--- config.mk ---
export PLATFORM = sky130hd
export DESIGN_NAME = axis_plane_polygon_clipper_top
export DESIGN_NICKNAME = d
export VERILOG_FILES = /design/src/rtl/apc_pkg.sv /design/src/rtl/axis_plane_polygon_clipper_top.sv
export VERILOG_INCLUDE_DIRS = /design/src /design/src/rtl
export SDC_FILE = /design/constraint.sdc
export NUM_CORES = 2
export LEC_CHECK = 0
export ABC_AREA = 1
export BUFFER_PORTS_ARGS = -buffer_cell sky130_fd_sc_hd__buf_2
export CAP_MARGIN = 20
export CORE_MARGIN = 3
export CORE_UTILIZATION = 50
export CTS_BUF_LIST = sky130_fd_sc_hd__clkbuf_4 sky130_fd_sc_hd__clkbuf_8
export CTS_CLUSTER_DIAMETER = 80
export CTS_CLUSTER_SIZE = 25
export DETAILED_ROUTE_END_ITERATION = 16
export GPL_TIMING_DRIVEN = 0
export PLACE_DENSITY = 0.64
export SETUP_SLACK_MARGIN = 0.15
export SLEW_MARGIN = 20
export SYNTH_ARGS = -nofsm -noshare
export SYNTH_HDL_FRONTEND = slang
export SYNTH_SLANG_ARGS = --single-unit
--- constraint.sdc ---
create_clock -name clk -period 10.25 [get_ports clk]
set_input_delay 2.05 -clock clk [delete_from_list [all_inputs] [get_ports clk]]
set_output_delay 2.05 -clock clk [all_outputs]
set_load 0.01 [all_outputs]
--- src/rtl/axis_plane_polygon_clipper_top_macros.svh ---
// Assertion helpers for the polygon clipper top level.
// Both expect clk and arst_n in scope.
`ifndef AXIS_PLANE_POLYGON_CLIPPER_TOP_MACROS_SVH
`define AXIS_PLANE_POLYGON_CLIPPER_TOP_MACROS_SVH

// same-cycle implication
`define APC_ASSERT_NOW(lbl, ante, cons, msg) \
	lbl: assert property (@(posedge clk) disable iff (!arst_n) (ante) |-> (cons)) \
		else $error(msg);

// next-cycle implication
`define APC_ASSERT_NEXT(lbl, ante, cons, msg) \
	lbl: assert property (@(posedge clk) disable iff (!arst_n) (ante) |=> (cons)) \
		else $error(msg);

`endif

--- src/rtl/apc_pkg.sv ---
`timescale 1ns / 1ps
`default_nettype none

package apc_pkg;

	localparam int APC_COORD_BITS_DEF = 24;
	localparam int PLANE_BITS         = 24;
	localparam int T_BITS             = 16;
	localparam int CNT_W              = $clog2(T_BITS);
	localparam int CFG_DATA_BITS      = 24;
	localparam int CFG_INDEX_BITS     = 2;

	// configuration register indexes
	localparam logic [CFG_INDEX_BITS-1:0] REG_CLIP_AXIS   = 2'd0;
	localparam logic [CFG_INDEX_BITS-1:0] REG_PLANE_VALUE = 2'd1;
	localparam logic [CFG_INDEX_BITS-1:0] REG_CLIP_MODE   = 2'd2;

	// axis selector codes (three acts as z)
	localparam logic [1:0] AXIS_X = 2'd0;
	localparam logic [1:0] AXIS_Y = 2'd1;

	// mode codes (three acts as split)
	localparam logic [1:0] MODE_ABOVE = 2'd0;
	localparam logic [1:0] MODE_BELOW = 2'd1;

	// coordinate slot numbers
	localparam logic [1:0] COORD_X    = 2'd0;
	localparam logic [1:0] COORD_Y    = 2'd1;
	localparam logic [1:0] COORD_LAST = 2'd2;

	typedef enum logic [3:0] {
		ST_IDLE,
		ST_CROSS_IN,
		ST_DIV,
		ST_MUL,
		ST_ADD,
		ST_PUSH_X,
		ST_KEEP,
		ST_CLOSE,
		ST_FLUSH
	} apc_state_t;

endpackage

`default_nettype wire

--- src/rtl/axis_plane_polygon_clipper_top.sv ---
`timescale 1ns / 1ps
`default_nettype none
//
//  channel   dir  payload                                     end mark / kind
//  s_axis    in   tdata: vertex_x, vertex_y, vertex_z         tlast: is_last_in
//  m_axis    out  tdata: out_x, out_y, out_z                  tlast: is_last_out,
//                                                             tuser: vertex_valid
//  cfg       in   cfg_index selects clip_axis / plane_value / clip_mode, cfg_data
//
//  Sequencing: one request is handled by a sequencer around one shared restoring
//  divider (T_BITS = 16 steps) and one multiplier (3 multiply/add pairs).
//  Each edge crossing runs the divide, the interpolation and a push of the cut
//  vertex; a closing vertex can carry both an incoming and a closing crossing.
//  Reset: arst_n clears the sequencer, the held vertex flag and the cfg registers.
//  Stalls: a full output register holds the sequencer at its next emit; input
//  is taken only in the idle state.
//
module axis_plane_polygon_clipper_top
	import apc_pkg::*;
#(
	parameter int COORD_BITS = APC_COORD_BITS_DEF
) (
	input  wire logic                      clk,
	input  wire logic                      arst_n,
	// slave request: [C-1:0] vertex_x, [2C-1:C] vertex_y, [3C-1:2C] vertex_z
	input  wire logic [((3*COORD_BITS+7)/8)*8-1:0] s_axis_tdata,
	input  wire logic                      s_axis_tvalid,
	output logic                           s_axis_tready,
	input  wire logic                      s_axis_tlast,
	// master request: [C-1:0] out_x, [2C-1:C] out_y, [3C-1:2C] out_z
	output logic [((3*COORD_BITS+7)/8)*8-1:0] m_axis_tdata,
	output logic                           m_axis_tvalid,
	input  wire logic                      m_axis_tready,
	output logic                           m_axis_tlast,
	// master tuser: [0] vertex_valid
	output logic                           m_axis_tuser,
	input  wire logic                      cfg_we,
	input  wire logic [CFG_INDEX_BITS-1:0] cfg_index,
	input  wire logic [CFG_DATA_BITS-1:0]  cfg_data
);

	localparam int C         = COORD_BITS;
	localparam int DATA_BITS = ((3*C+7)/8)*8;
	localparam int CW        = (C > PLANE_BITS) ? C : PLANE_BITS;
	localparam int EW        = CW + 1;              // compare / numerator width
	localparam int PW        = C + T_BITS + 2;      // product width

	// configuration
	logic [1:0]                   clip_axis_q;
	logic signed [PLANE_BITS-1:0] plane_value_q;
	logic [1:0]                   clip_mode_q;

	// vertex state
	logic signed [C-1:0] cur_q   [3];
	logic signed [C-1:0] prev_q  [3];
	logic signed [C-1:0] first_q [3];
	logic signed [C-1:0] pend_q  [3];
	logic signed [C-1:0] res_q   [3];
	logic                pend_valid_q;
	logic                started_q;
	logic                last_q;
	logic                phase_q;   // 0 incoming edge, 1 closing edge

	// shared arithmetic
	logic [C-1:0]          rem_q;
	logic [C-1:0]          den_q;
	logic [T_BITS-1:0]     quo_q;
	logic [CNT_W-1:0]      div_cnt_q;
	logic [1:0]            coord_q;
	logic signed [PW-1:0]  prod_q;

	// output register
	logic signed [C-1:0] out_q [3];
	logic                m_tvalid_q;
	logic                m_tlast_q;
	logic                m_tuser_q;

	apc_state_t state_q, state_d;

	// control
	logic accept;
	logic out_free;
	logic push_ok;
	logic push_req;
	logic push_res;
	logic div_load;
	logic edge_close;
	logic flush_done;
	logic flush_emit;
	logic out_load;

	logic [1:0]          ax_idx;
	logic signed [EW-1:0] pl_e;
	logic signed [EW-1:0] cur_ax_e;
	logic signed [EW-1:0] prev_ax_e;
	logic signed [EW-1:0] first_ax_e;
	logic cross_in;
	logic cross_close;
	logic cur_kept;

	logic signed [C-1:0]  p_vec [3];
	logic signed [C-1:0]  q_vec [3];
	logic signed [EW-1:0] num_e;
	logic signed [EW-1:0] den_e;
	logic [EW-1:0]        num_abs;
	logic [EW-1:0]        den_abs;
	logic [C:0]           rem_sh;
	logic [C:0]           rem_sub;
	logic signed [C:0]    dq;
	logic signed [T_BITS:0] t_s;
	logic signed [PW-1:0] prod_d;
	logic signed [C+1:0]  sum_d;

	assign accept   = s_axis_tvalid && s_axis_tready;
	assign out_free = !m_tvalid_q || m_axis_tready;
	assign push_ok  = !pend_valid_q || out_free;

	// configuration writes
	always_ff @(posedge clk or negedge arst_n) begin
		if (!arst_n) begin
			clip_axis_q   <= '0;
			plane_value_q <= '0;
			clip_mode_q   <= '0;
		end else if (cfg_we) begin
			unique case (cfg_index)
				REG_CLIP_AXIS:   clip_axis_q   <= cfg_data[1:0];
				REG_PLANE_VALUE: plane_value_q <= cfg_data[PLANE_BITS-1:0];
				REG_CLIP_MODE:   clip_mode_q   <= cfg_data[1:0];
				default: ;
			endcase
		end
	end

	// plane tests on the chosen axis
	always_comb begin
		if (clip_axis_q == AXIS_X) begin
			ax_idx = COORD_X;
		end else if (clip_axis_q == AXIS_Y) begin
			ax_idx = COORD_Y;
		end else begin
			ax_idx = COORD_LAST;
		end
		pl_e       = EW'(plane_value_q);
		cur_ax_e   = EW'(cur_q[ax_idx]);
		prev_ax_e  = EW'(prev_q[ax_idx]);
		first_ax_e = EW'(first_q[ax_idx]);
		cross_in    = (prev_ax_e < pl_e && cur_ax_e > pl_e) ||
		              (prev_ax_e > pl_e && cur_ax_e < pl_e);
		cross_close = (cur_ax_e < pl_e && first_ax_e > pl_e) ||
		              (cur_ax_e > pl_e && first_ax_e < pl_e);
		case (clip_mode_q)
			MODE_ABOVE: cur_kept = (cur_ax_e >= pl_e);
			MODE_BELOW: cur_kept = (cur_ax_e <= pl_e);
			default:    cur_kept = 1'b1;
		endcase
	end

	// edge end points: p -> q
	assign edge_close = (state_q == ST_CLOSE) || ((state_q != ST_CROSS_IN) && phase_q);

	always_comb begin
		for (int k = 0; k < 3; k++) begin
			p_vec[k] = edge_close ? cur_q[k]   : prev_q[k];
			q_vec[k] = edge_close ? first_q[k] : cur_q[k];
		end
		num_e   = EW'(p_vec[ax_idx]) - pl_e;
		den_e   = EW'(p_vec[ax_idx]) - EW'(q_vec[ax_idx]);
		num_abs = num_e[EW-1] ? EW'(-num_e) : EW'(num_e);
		den_abs = den_e[EW-1] ? EW'(-den_e) : EW'(den_e);
		rem_sh  = {rem_q, 1'b0};
		rem_sub = rem_sh - {1'b0, den_q};
		dq      = (C+1)'(q_vec[coord_q]) - (C+1)'(p_vec[coord_q]);
		t_s     = {1'b0, quo_q};
		prod_d  = dq * t_s;
		sum_d   = (C+2)'(p_vec[coord_q]) + prod_q[PW-1:T_BITS];
	end

	// sequencer
	always_ff @(posedge clk or negedge arst_n) begin
		if (!arst_n) begin
			state_q <= ST_IDLE;
		end else begin
			state_q <= state_d;
		end
	end

	always_comb begin
		state_d       = state_q;
		s_axis_tready = 1'b0;
		push_req      = 1'b0;
		push_res      = 1'b0;
		div_load      = 1'b0;
		flush_done    = 1'b0;
		flush_emit    = 1'b0;
		unique case (state_q)
			ST_IDLE: begin
				s_axis_tready = 1'b1;
				if (s_axis_tvalid) begin
					state_d = ST_CROSS_IN;
				end
			end
			ST_CROSS_IN: begin
				if (started_q && cross_in) begin
					div_load = 1'b1;
					state_d  = ST_DIV;
				end else begin
					state_d = ST_KEEP;
				end
			end
			ST_DIV: begin
				if (div_cnt_q == CNT_W'(T_BITS-1)) begin
					state_d = ST_MUL;
				end
			end
			ST_MUL: begin
				state_d = ST_ADD;
			end
			ST_ADD: begin
				state_d = (coord_q == COORD_LAST) ? ST_PUSH_X : ST_MUL;
			end
			ST_PUSH_X: begin
				push_req = 1'b1;
				push_res = 1'b1;
				if (push_ok) begin
					state_d = phase_q ? ST_FLUSH : ST_KEEP;
				end
			end
			ST_KEEP: begin
				if (cur_kept) begin
					push_req = 1'b1;
					if (push_ok) begin
						state_d = ST_CLOSE;
					end
				end else begin
					state_d = ST_CLOSE;
				end
			end
			ST_CLOSE: begin
				if (last_q && cross_close) begin
					div_load = 1'b1;
					state_d  = ST_DIV;
				end else begin
					state_d = ST_FLUSH;
				end
			end
			ST_FLUSH: begin
				if (!last_q || out_free) begin
					flush_done = 1'b1;
					flush_emit = last_q;
					state_d    = ST_IDLE;
				end
			end
			default: state_d = ST_IDLE;
		endcase
	end

	// held vertex goes out when a newer one displaces it, or at polygon end
	assign out_load = (push_req && pend_valid_q && out_free) || flush_emit;

	// control registers
	always_ff @(posedge clk or negedge arst_n) begin
		if (!arst_n) begin
			pend_valid_q <= 1'b0;
			started_q    <= 1'b0;
			m_tvalid_q   <= 1'b0;
		end else begin
			if (push_req && push_ok) begin
				pend_valid_q <= 1'b1;
			end else if (flush_done && last_q) begin
				pend_valid_q <= 1'b0;
			end
			if (flush_done) begin
				started_q <= !last_q;
			end
			if (out_load) begin
				m_tvalid_q <= 1'b1;
			end else if (m_axis_tready) begin
				m_tvalid_q <= 1'b0;
			end
		end
	end

	// payload registers
	always_ff @(posedge clk) begin
		if (accept) begin
			cur_q[0] <= s_axis_tdata[C-1:0];
			cur_q[1] <= s_axis_tdata[2*C-1:C];
			cur_q[2] <= s_axis_tdata[3*C-1:2*C];
			last_q   <= s_axis_tlast;
			if (!started_q) begin
				first_q[0] <= s_axis_tdata[C-1:0];
				first_q[1] <= s_axis_tdata[2*C-1:C];
				first_q[2] <= s_axis_tdata[3*C-1:2*C];
			end
		end
		if (flush_done) begin
			for (int k = 0; k < 3; k++) begin
				prev_q[k] <= cur_q[k];
			end
		end
		if (push_req && push_ok) begin
			for (int k = 0; k < 3; k++) begin
				pend_q[k] <= push_res ? res_q[k] : cur_q[k];
			end
		end
		if (out_load) begin
			for (int k = 0; k < 3; k++) begin
				out_q[k] <= pend_valid_q ? pend_q[k] : '0;
			end
			m_tuser_q <= pend_valid_q;
			m_tlast_q <= flush_emit;
		end
		// restoring divider: t = |num| / |den| in Q0.16
		if (div_load) begin
			rem_q     <= num_abs[C-1:0];
			den_q     <= den_abs[C-1:0];
			quo_q     <= '0;
			div_cnt_q <= '0;
			phase_q   <= (state_q == ST_CLOSE);
			coord_q   <= COORD_X;
		end else if (state_q == ST_DIV) begin
			if (!rem_sub[C]) begin
				rem_q <= rem_sub[C-1:0];
				quo_q <= {quo_q[T_BITS-2:0], 1'b1};
			end else begin
				rem_q <= rem_sh[C-1:0];
				quo_q <= {quo_q[T_BITS-2:0], 1'b0};
			end
			div_cnt_q <= div_cnt_q + 1'b1;
		end
		// interpolation, one coordinate per multiply/add pair
		if (state_q == ST_MUL) begin
			prod_q <= prod_d;
		end
		if (state_q == ST_ADD) begin
			res_q[coord_q] <= sum_d[C-1:0];
			if (coord_q != COORD_LAST) begin
				coord_q <= coord_q + 1'b1;
			end
		end
	end

	assign m_axis_tdata  = DATA_BITS'({out_q[2], out_q[1], out_q[0]});
	assign m_axis_tvalid = m_tvalid_q;
	assign m_axis_tlast  = m_tlast_q;
	assign m_axis_tuser  = m_tuser_q;

`include "axis_plane_polygon_clipper_top_macros.svh"

	// a strict crossing keeps the partial remainder below the divisor
	`APC_ASSERT_NOW(a_div_rem, (state_q == ST_DIV), (rem_q < den_q), "divider remainder overflow")
	// closing a polygon drops the held vertex and rearms for a first vertex
	`APC_ASSERT_NEXT(a_close, (state_q == ST_FLUSH) && last_q && out_free, !pend_valid_q && !started_q, "polygon end left state behind")
	// an empty marker always ends its polygon
	`APC_ASSERT_NOW(a_marker, m_axis_tvalid && !m_axis_tuser, m_axis_tlast, "marker without end flag")
	// a crossing is pushed only after all three coordinates are done
	`APC_ASSERT_NOW(a_coord, (state_q == ST_PUSH_X), (coord_q == COORD_LAST), "crossing pushed early")

endmodule

`default_nettype wire

Yosys cells after proc, flatten, opt, wreduce, memory -nomap -nowiden
Memories as Yosys holds them, arrays and structs flattened.
Cells that the tools add are included.
{"block": "op_classes", "n_addsub": 9, "n_mul": 1, "order_cmp": 10, "n_eq_ne": 21, "n_mux": 75, "bitwise_logic": 2, "n_reduce_logical": 33}
{"op": "$mux W24", "n": 25}
{"op": "$bmux W24 S2", "n": 4}
{"op": "$sub A24 B24 Y25", "n": 3}
{"op": "$gt A24 B24 Y1", "n": 3}
{"op": "$lt A24 B24 Y1", "n": 3}
{"op": "$neg A24 Y24", "n": 2}
{"op": "$mul A25 B17 Y40", "n": 1}
{"op": "$pmux W4 S9", "n": 1}
{"op": "$mux W4", "n": 8}
{"op": "$mux W1", "n": 27}
{"op": "$sub A25 B24 Y25", "n": 1}
{"op": "$add A24 B24 Y24", "n": 1}
{"op": "$ge A24 B24 Y1", "n": 1}
{"op": "$le A24 B24 Y1", "n": 1}
{"op": "$eq A4 B3 Y1 const B", "n": 4}
{"op": "$logic_and A1 B1 Y1", "n": 12}
{"op": "$mux W2", "n": 5}
{"op": "$ne A2 B2 Y1 const B", "n": 5}
{"op": "$eq A4 B2 Y1 const B", "n": 2}
{"op": "$eq A4 B4 Y1 const B", "n": 2}
{"op": "$logic_or A1 B1 Y1", "n": 7}
{"op": "$eq A2 B1 Y1 const B", "n": 3}
{"op": "$ge A3 B3 Y1 const B", "n": 2}
{"op": "$logic_not A2 Y1", "n": 3}
{"op": "other kinds (14)", "n": 25}
{"block": "totals", "reg_bits": 149, "ram_bits": 432, "inputBits": 104, "out_inout_bits": 76, "elab_cells": 174, "mem_count": 6}
{"name": "cur_q", "words": 3, "word_bits": 24, "rd": 4, "rd_clocked_by_memory_dff": 0, "wr": 3, "line_no": "axis_plane_polygon_clipper_top.sv:54", "source": "logic signed [C-1:0] cur_q [3];"}
{"name": "first_q", "words": 3, "word_bits": 24, "rd": 4, "rd_clocked_by_memory_dff": 0, "wr": 3, "line_no": "axis_plane_polygon_clipper_top.sv:56", "source": "logic signed [C-1:0] first_q [3];"}
{"name": "out_q", "words": 3, "word_bits": 24, "rd": 3, "rd_clocked_by_memory_dff": 0, "wr": 3, "line_no": "axis_plane_polygon_clipper_top.sv:73", "source": "logic signed [C-1:0] out_q [3];"}
{"name": "pend_q", "words": 3, "word_bits": 24, "rd": 3, "rd_clocked_by_memory_dff": 0, "wr": 3, "line_no": "axis_plane_polygon_clipper_top.sv:57", "source": "logic signed [C-1:0] pend_q [3];"}
{"name": "prev_q", "words": 3, "word_bits": 24, "rd": 4, "rd_clocked_by_memory_dff": 0, "wr": 3, "line_no": "axis_plane_polygon_clipper_top.sv:55", "source": "logic signed [C-1:0] prev_q [3];"}
{"name": "res_q", "words": 3, "word_bits": 24, "rd": 3, "rd_clocked_by_memory_dff": 0, "wr": 1, "line_no": "axis_plane_polygon_clipper_top.sv:58", "source": "logic signed [C-1:0] res_q [3];"}

Longest topological paths before layout
An unclocked memory read counts as a cell.
{"block": "depth", "depth_word": 13, "depth_mapped": 53, "mapped_depth_nobuf": 50}

Least setup slack after synthesis
OpenSTA, ideal clock, no wires.
{"block": "synth_path", "path_kind": "input to register", "start": "input m_axis_tready", "end": "register m_tlast_q (netlist: m_axis_tlast) (enable)", "setup_ns": 0.608, "t_arrival_ns": 8.868, "required_time_ns": 9.642, "path_slack_ns": 0.774, "cell_stages": 4, "cell_sequence": "nor2_1 a21oi_1 nand2_1 o21ai_0"}
{"block": "synth_via", "elab_chain_len": 5}
{"item": "start: declaration", "line_no": "axis_plane_polygon_clipper_top.sv:33", "source": "input wire logic m_axis_tready,"}
{"item": "$logic_or A1 B1 Y1 *", "line_no": "axis_plane_polygon_clipper_top.sv:115", "source": "assign out_free = !m_tvalid_q || m_axis_tready;"}
{"item": "$logic_or A1 B1 Y1", "line_no": "axis_plane_polygon_clipper_top.sv:247", "source": "if (!last_q || out_free) begin"}
{"item": "$mux W1", "line_no": "axis_plane_polygon_clipper_top.sv:247"}
{"item": "$mux W1", "line_no": "axis_plane_polygon_clipper_top.sv:195", "source": "unique case (state_q)"}
{"item": "$logic_or A1 B1 Y1 *", "line_no": "axis_plane_polygon_clipper_top.sv:258", "source": "assign out_load = (push_req && pend_valid_q && out_free) || flush_emit;"}
{"item": "net out_load", "line_no": "axis_plane_polygon_clipper_top.sv:90", "source": "logic out_load;"}
{"item": "end signal: assignment", "line_no": "axis_plane_polygon_clipper_top.sv:311", "source": "m_tlast_q <= flush_emit;"}
{"item": "end: declaration", "line_no": "axis_plane_polygon_clipper_top.sv:75", "source": "logic m_tlast_q;"}
Mark *: on every way through the listed nets, which the timed path passes. The rest lies on a longest branch.
A chain may end at the register's enable or synchronous reset.

Worst setup path after layout
{"block": "layout_path", "start": "register coord_q[0]", "end": "register prod_q[26] (data pin)"}
{"block": "layout_via", "elab_chain_len": 6}
{"item": "start: declaration", "line_no": "axis_plane_polygon_clipper_top.sv:69", "source": "logic [1:0] coord_q;"}
{"item": "start signal: assignment", "line_no": "axis_plane_polygon_clipper_top.sv:338", "source": "coord_q <= coord_q + 1'b1;"}
{"item": "$not A2 Y3 (not written as such) *", "line_no": "axis_plane_polygon_clipper_top.sv:172", "source": "dq = (C+1)'(q_vec[coord_q]) - (C+1)'(p_vec[coord_q]);"}
{"item": "$bmux W24 S2", "line_no": "axis_plane_polygon_clipper_top.sv:172"}
{"item": "$mux W24 (not written as such) (2 in series)", "line_no": "axis_plane_polygon_clipper_top.sv:172"}
{"item": "$sub A24 B24 Y25 *", "line_no": "axis_plane_polygon_clipper_top.sv:172"}
{"item": "$mul A25 B17 Y40 *", "line_no": "axis_plane_polygon_clipper_top.sv:174", "source": "prod_d = dq * t_s;"}
{"item": "net prod_d[26]", "line_no": "axis_plane_polygon_clipper_top.sv:111", "source": "logic signed [PW-1:0] prod_d;"}
{"item": "end signal: assignment", "line_no": "axis_plane_polygon_clipper_top.sv:333", "source": "prod_q <= prod_d;"}
{"item": "end: declaration", "line_no": "axis_plane_polygon_clipper_top.sv:70", "source": "logic signed [PW-1:0] prod_q;"}
Mark *: on every way through the listed nets, which the timed path passes. The rest lies on a longest branch. The select of a mux whose other input is x is not followed.

==> impl_metrics.csv <==
group,metric,value,unit
synth,post_synth_most_frequent_cells,"1134 x nand2_1, 925 x inv_1, 508 x edfxtp_1, 493 x nor2_1, 376 x fa_1",
synth,yosysTopAreaCell,"edfxtp_1",
synth,synth.top_cell.area_share,0.322,
route,via_per_inst,5.85,
timing,fin_crit,9900,ps
synth,synth_ff_type,"edfxtp_1",
synth,ys.warnings.count,0,
timing,tns,0,ps
setup_path,end_kind,"register",
timing,fmax,101,MHz
route,drc,0,
place,placed_cells,6993,
floorplanning,dieArea,98600,um^2
timing,slew_viol_final,0,
global_route,grt_max_degree,36,
synth,synth_top_family_by_area,"adder cells",
synth,synth-simple-area-share,0.183,
clock_network,cts.htree.levels,2,
floorplanning,die_w,314,um
place,globalplace.congestion,1.07,
setup_path,cp_top_family,"adder cells",
setup_path,path_buf_inv,11,
clock_network,clk_path_buf_depth,3,
global_route,antenna_found_initial,21,
setup_path,cp_max_fo,10,
global_route,grt_pass1_vias,39818,
setup_path,cp_common_cell,"inv_1",
route,ant_nets,0,
synth,synth-compound-area-share,0.108,
timing,finClkSkew,85.2,ps
hold_path,hold_class,"register to register",
synth,synth_edf_count,508,
flow_run,cap_violations,0,
timing,fin_crit_sh,0.965,
clock_network,holdBufCountCts,0,
timing,rsz0062_at_grt,"no",
route,first_pass_iters,9,
synth,synth_cells,5529,
global_route,grt_pass1_wl,269,mm
floorplanning,die_h,314,um
synth,synthTopCellsByArea,"edfxtp_1 32%, fa_1 16%, nand2_1 9.0%",
final_layout,drive_above_1_share,0.0944,
clock_network,root_buffer,"clkbuf_8",
place,dp_hpwl,155,mm
timing,whs,453,ps
synth,synth_nets,6297,
setup_path,cp_slowest_stage_delay,690,ps
clock_network,clock_latency,740,ps
final_layout,final_nets,6562,
timing,worstMarginPinSlew,1360,ps
route,vias,41490,
synth,synth_fa_ha_area_frac,0.235,
final_layout,stdcell_count,7089,
global_route,grt.overflow.total,0,
setup_path,crit_slowest_cell,"nor4_2",
floorplanning,row_count,112,
synth,synth_xor_area_frac,0.0301,
synth,synth_cell_types,67,
setup_path,worstPathArrival,10340,ps
timing,finalSetupViolCount,0,
floorplanning,core-area,93700,um^2
status,outcome,"finished clean",
synth,synthMuxAreaShare,0.00498,
clock_network,clk_pin_slew_worst_paths,130,ps
place,portBuffers,179,
synth,netlist_area,47400,um^2
setup_path,required,10700,ps
synth,async_reset_ff_frac,0.0619,
floorplanning,start_util,0.506,
synth,synth_area_per_cell,8.58,um^2
timing,timing.final.hold_violations,0,
clock_network,cts_tree,"built",
floorplanning,top_level_ports,180,
route,drt_wl_total,189,mm
route,first_iter_violations,5064,
route,wl_per_cell,26.6,um
timing,relSlewSlack,0.0911,
synth,synth_most_common_cell,"nand2_1",
clock_network,clock-sinks,565,
setup_path,critPathKind,"register to register",
clock_network,cts_buffers,39,
synth,ys_seq_area_frac,0.349,
final_layout,area_growth,10.3,%
global_route,grtUsageTotal,0.379,
setup_path,cp-start-kind,"register",
synth,ys_ff_latch,565,
## through the flow
stage	utilization	area, um^2	setup slack [ps]
after floorplan	-	47400	774
after detailed placement	0.539	50600	-1420
final	0.558	52300	354
after global placement	0.532	49900	-3910
after global routing	0.558	52300	61.2
after CTS	0.552	51800	148
## sequential cells by signal, indices dropped and copies added, names as in the netlist, 2 cells and up
register / flops
res_q: 72
out_q: 72
rem_q: 24
first_q: 72
clip_mode_q: 2
coord_q: 2
prod_q: 24
pend_q: 72
quo_q: 16
prev_q: 72
clip_axis_q: 2
plane_value_q: 24
state_q: 4
cur_q: 72
div_cnt_q: 4
den_q: 24
## layout make-up
| cell class | instances | area [um^2] |
|---|---|---|
| Clock inverter | 20 | 304 |
| Buffer | 185 | 877 |
| Clock buffer | 43 | 573 |
| Tap cell | 1254 | 1570 |
| Timing Repair Buffer | 224 | 1520 |
| Multi-Input combinational cell | 3835 | 27300 |
| Sequential cell | 565 | 16600 |
| Antenna cell | 19 | 47.5 |
| Inverter | 944 | 3550 |
| Fill cell | 8689 | 41400 |
## placed cells by master (no fill, tap or decap), drive strengths merged, types with 5 or more instances in the layout
master  count
a211oi      8
a21boi      5
a21o        8
a21oi     353
a221oi      6
a31oi       8
and2        5
buf       268
clkbuf    184
clkinv     15
dfrtp      35
dfxtp      22
diode      19
edfxtp    508
fa        376
ha        288
inv       945
mux2        5
mux2i      18
nand2    1162
nand3     259
nand3b     11
nand4      45
nor2      513
nor3       52
nor4       10
o211ai     15
o21a       12
o21ai     336
o21bai     11
o221a      12
o221ai     37
o22ai      89
or2        17
xnor2      50
xor2      106
## repair_timing
| item | CTS | global route |
|---|---|---|
| endpoints found under the setup margin | 24 | 19 |
| pin swaps | 3 | 8 |
| resized for setup | 101 | 133 |
| buffers inserted | 3 | 10 |
## logic make-up (layout without fill, tap and decap cells)
family          after synthesis  in the layout
compound gates              910            910
other cells                   0             19
xor+xnor                    156            156
flops                       565            565
buf+inv                    1129           1416
mux                          23             23
simple gates               2082           2082
fa+ha+maj                   664            664
## path summary, 6_finish.rpt
path                        startpoint                to  slack (ps)  cells past startpoint
max                         coord_q[0]        prod_q[26]         350                     37
min                        cur_q[1][6]      prev_q[1][6]         450                      0
max reg2reg                 coord_q[0]        prod_q[26]         350                     37
min reg2reg                cur_q[1][6]      prev_q[1][6]         450                      0
max in group asynchronous       arst_n        state_q[1]        8210                      1
min in group asynchronous       arst_n  plane_value_q[5]        1430                      1
## per-layer routing
metal / track usage / share of wire
met2: 0.595 / 0.45
met1: 0.493 / 0.39
met3: 0.0683 / 0.094
met5: 0 / 0.00015
met4: 0.226 / 0.074
Power is not shown: default switching activity piles up to over one toggle a cycle in this logic, so the estimate is an artifact.
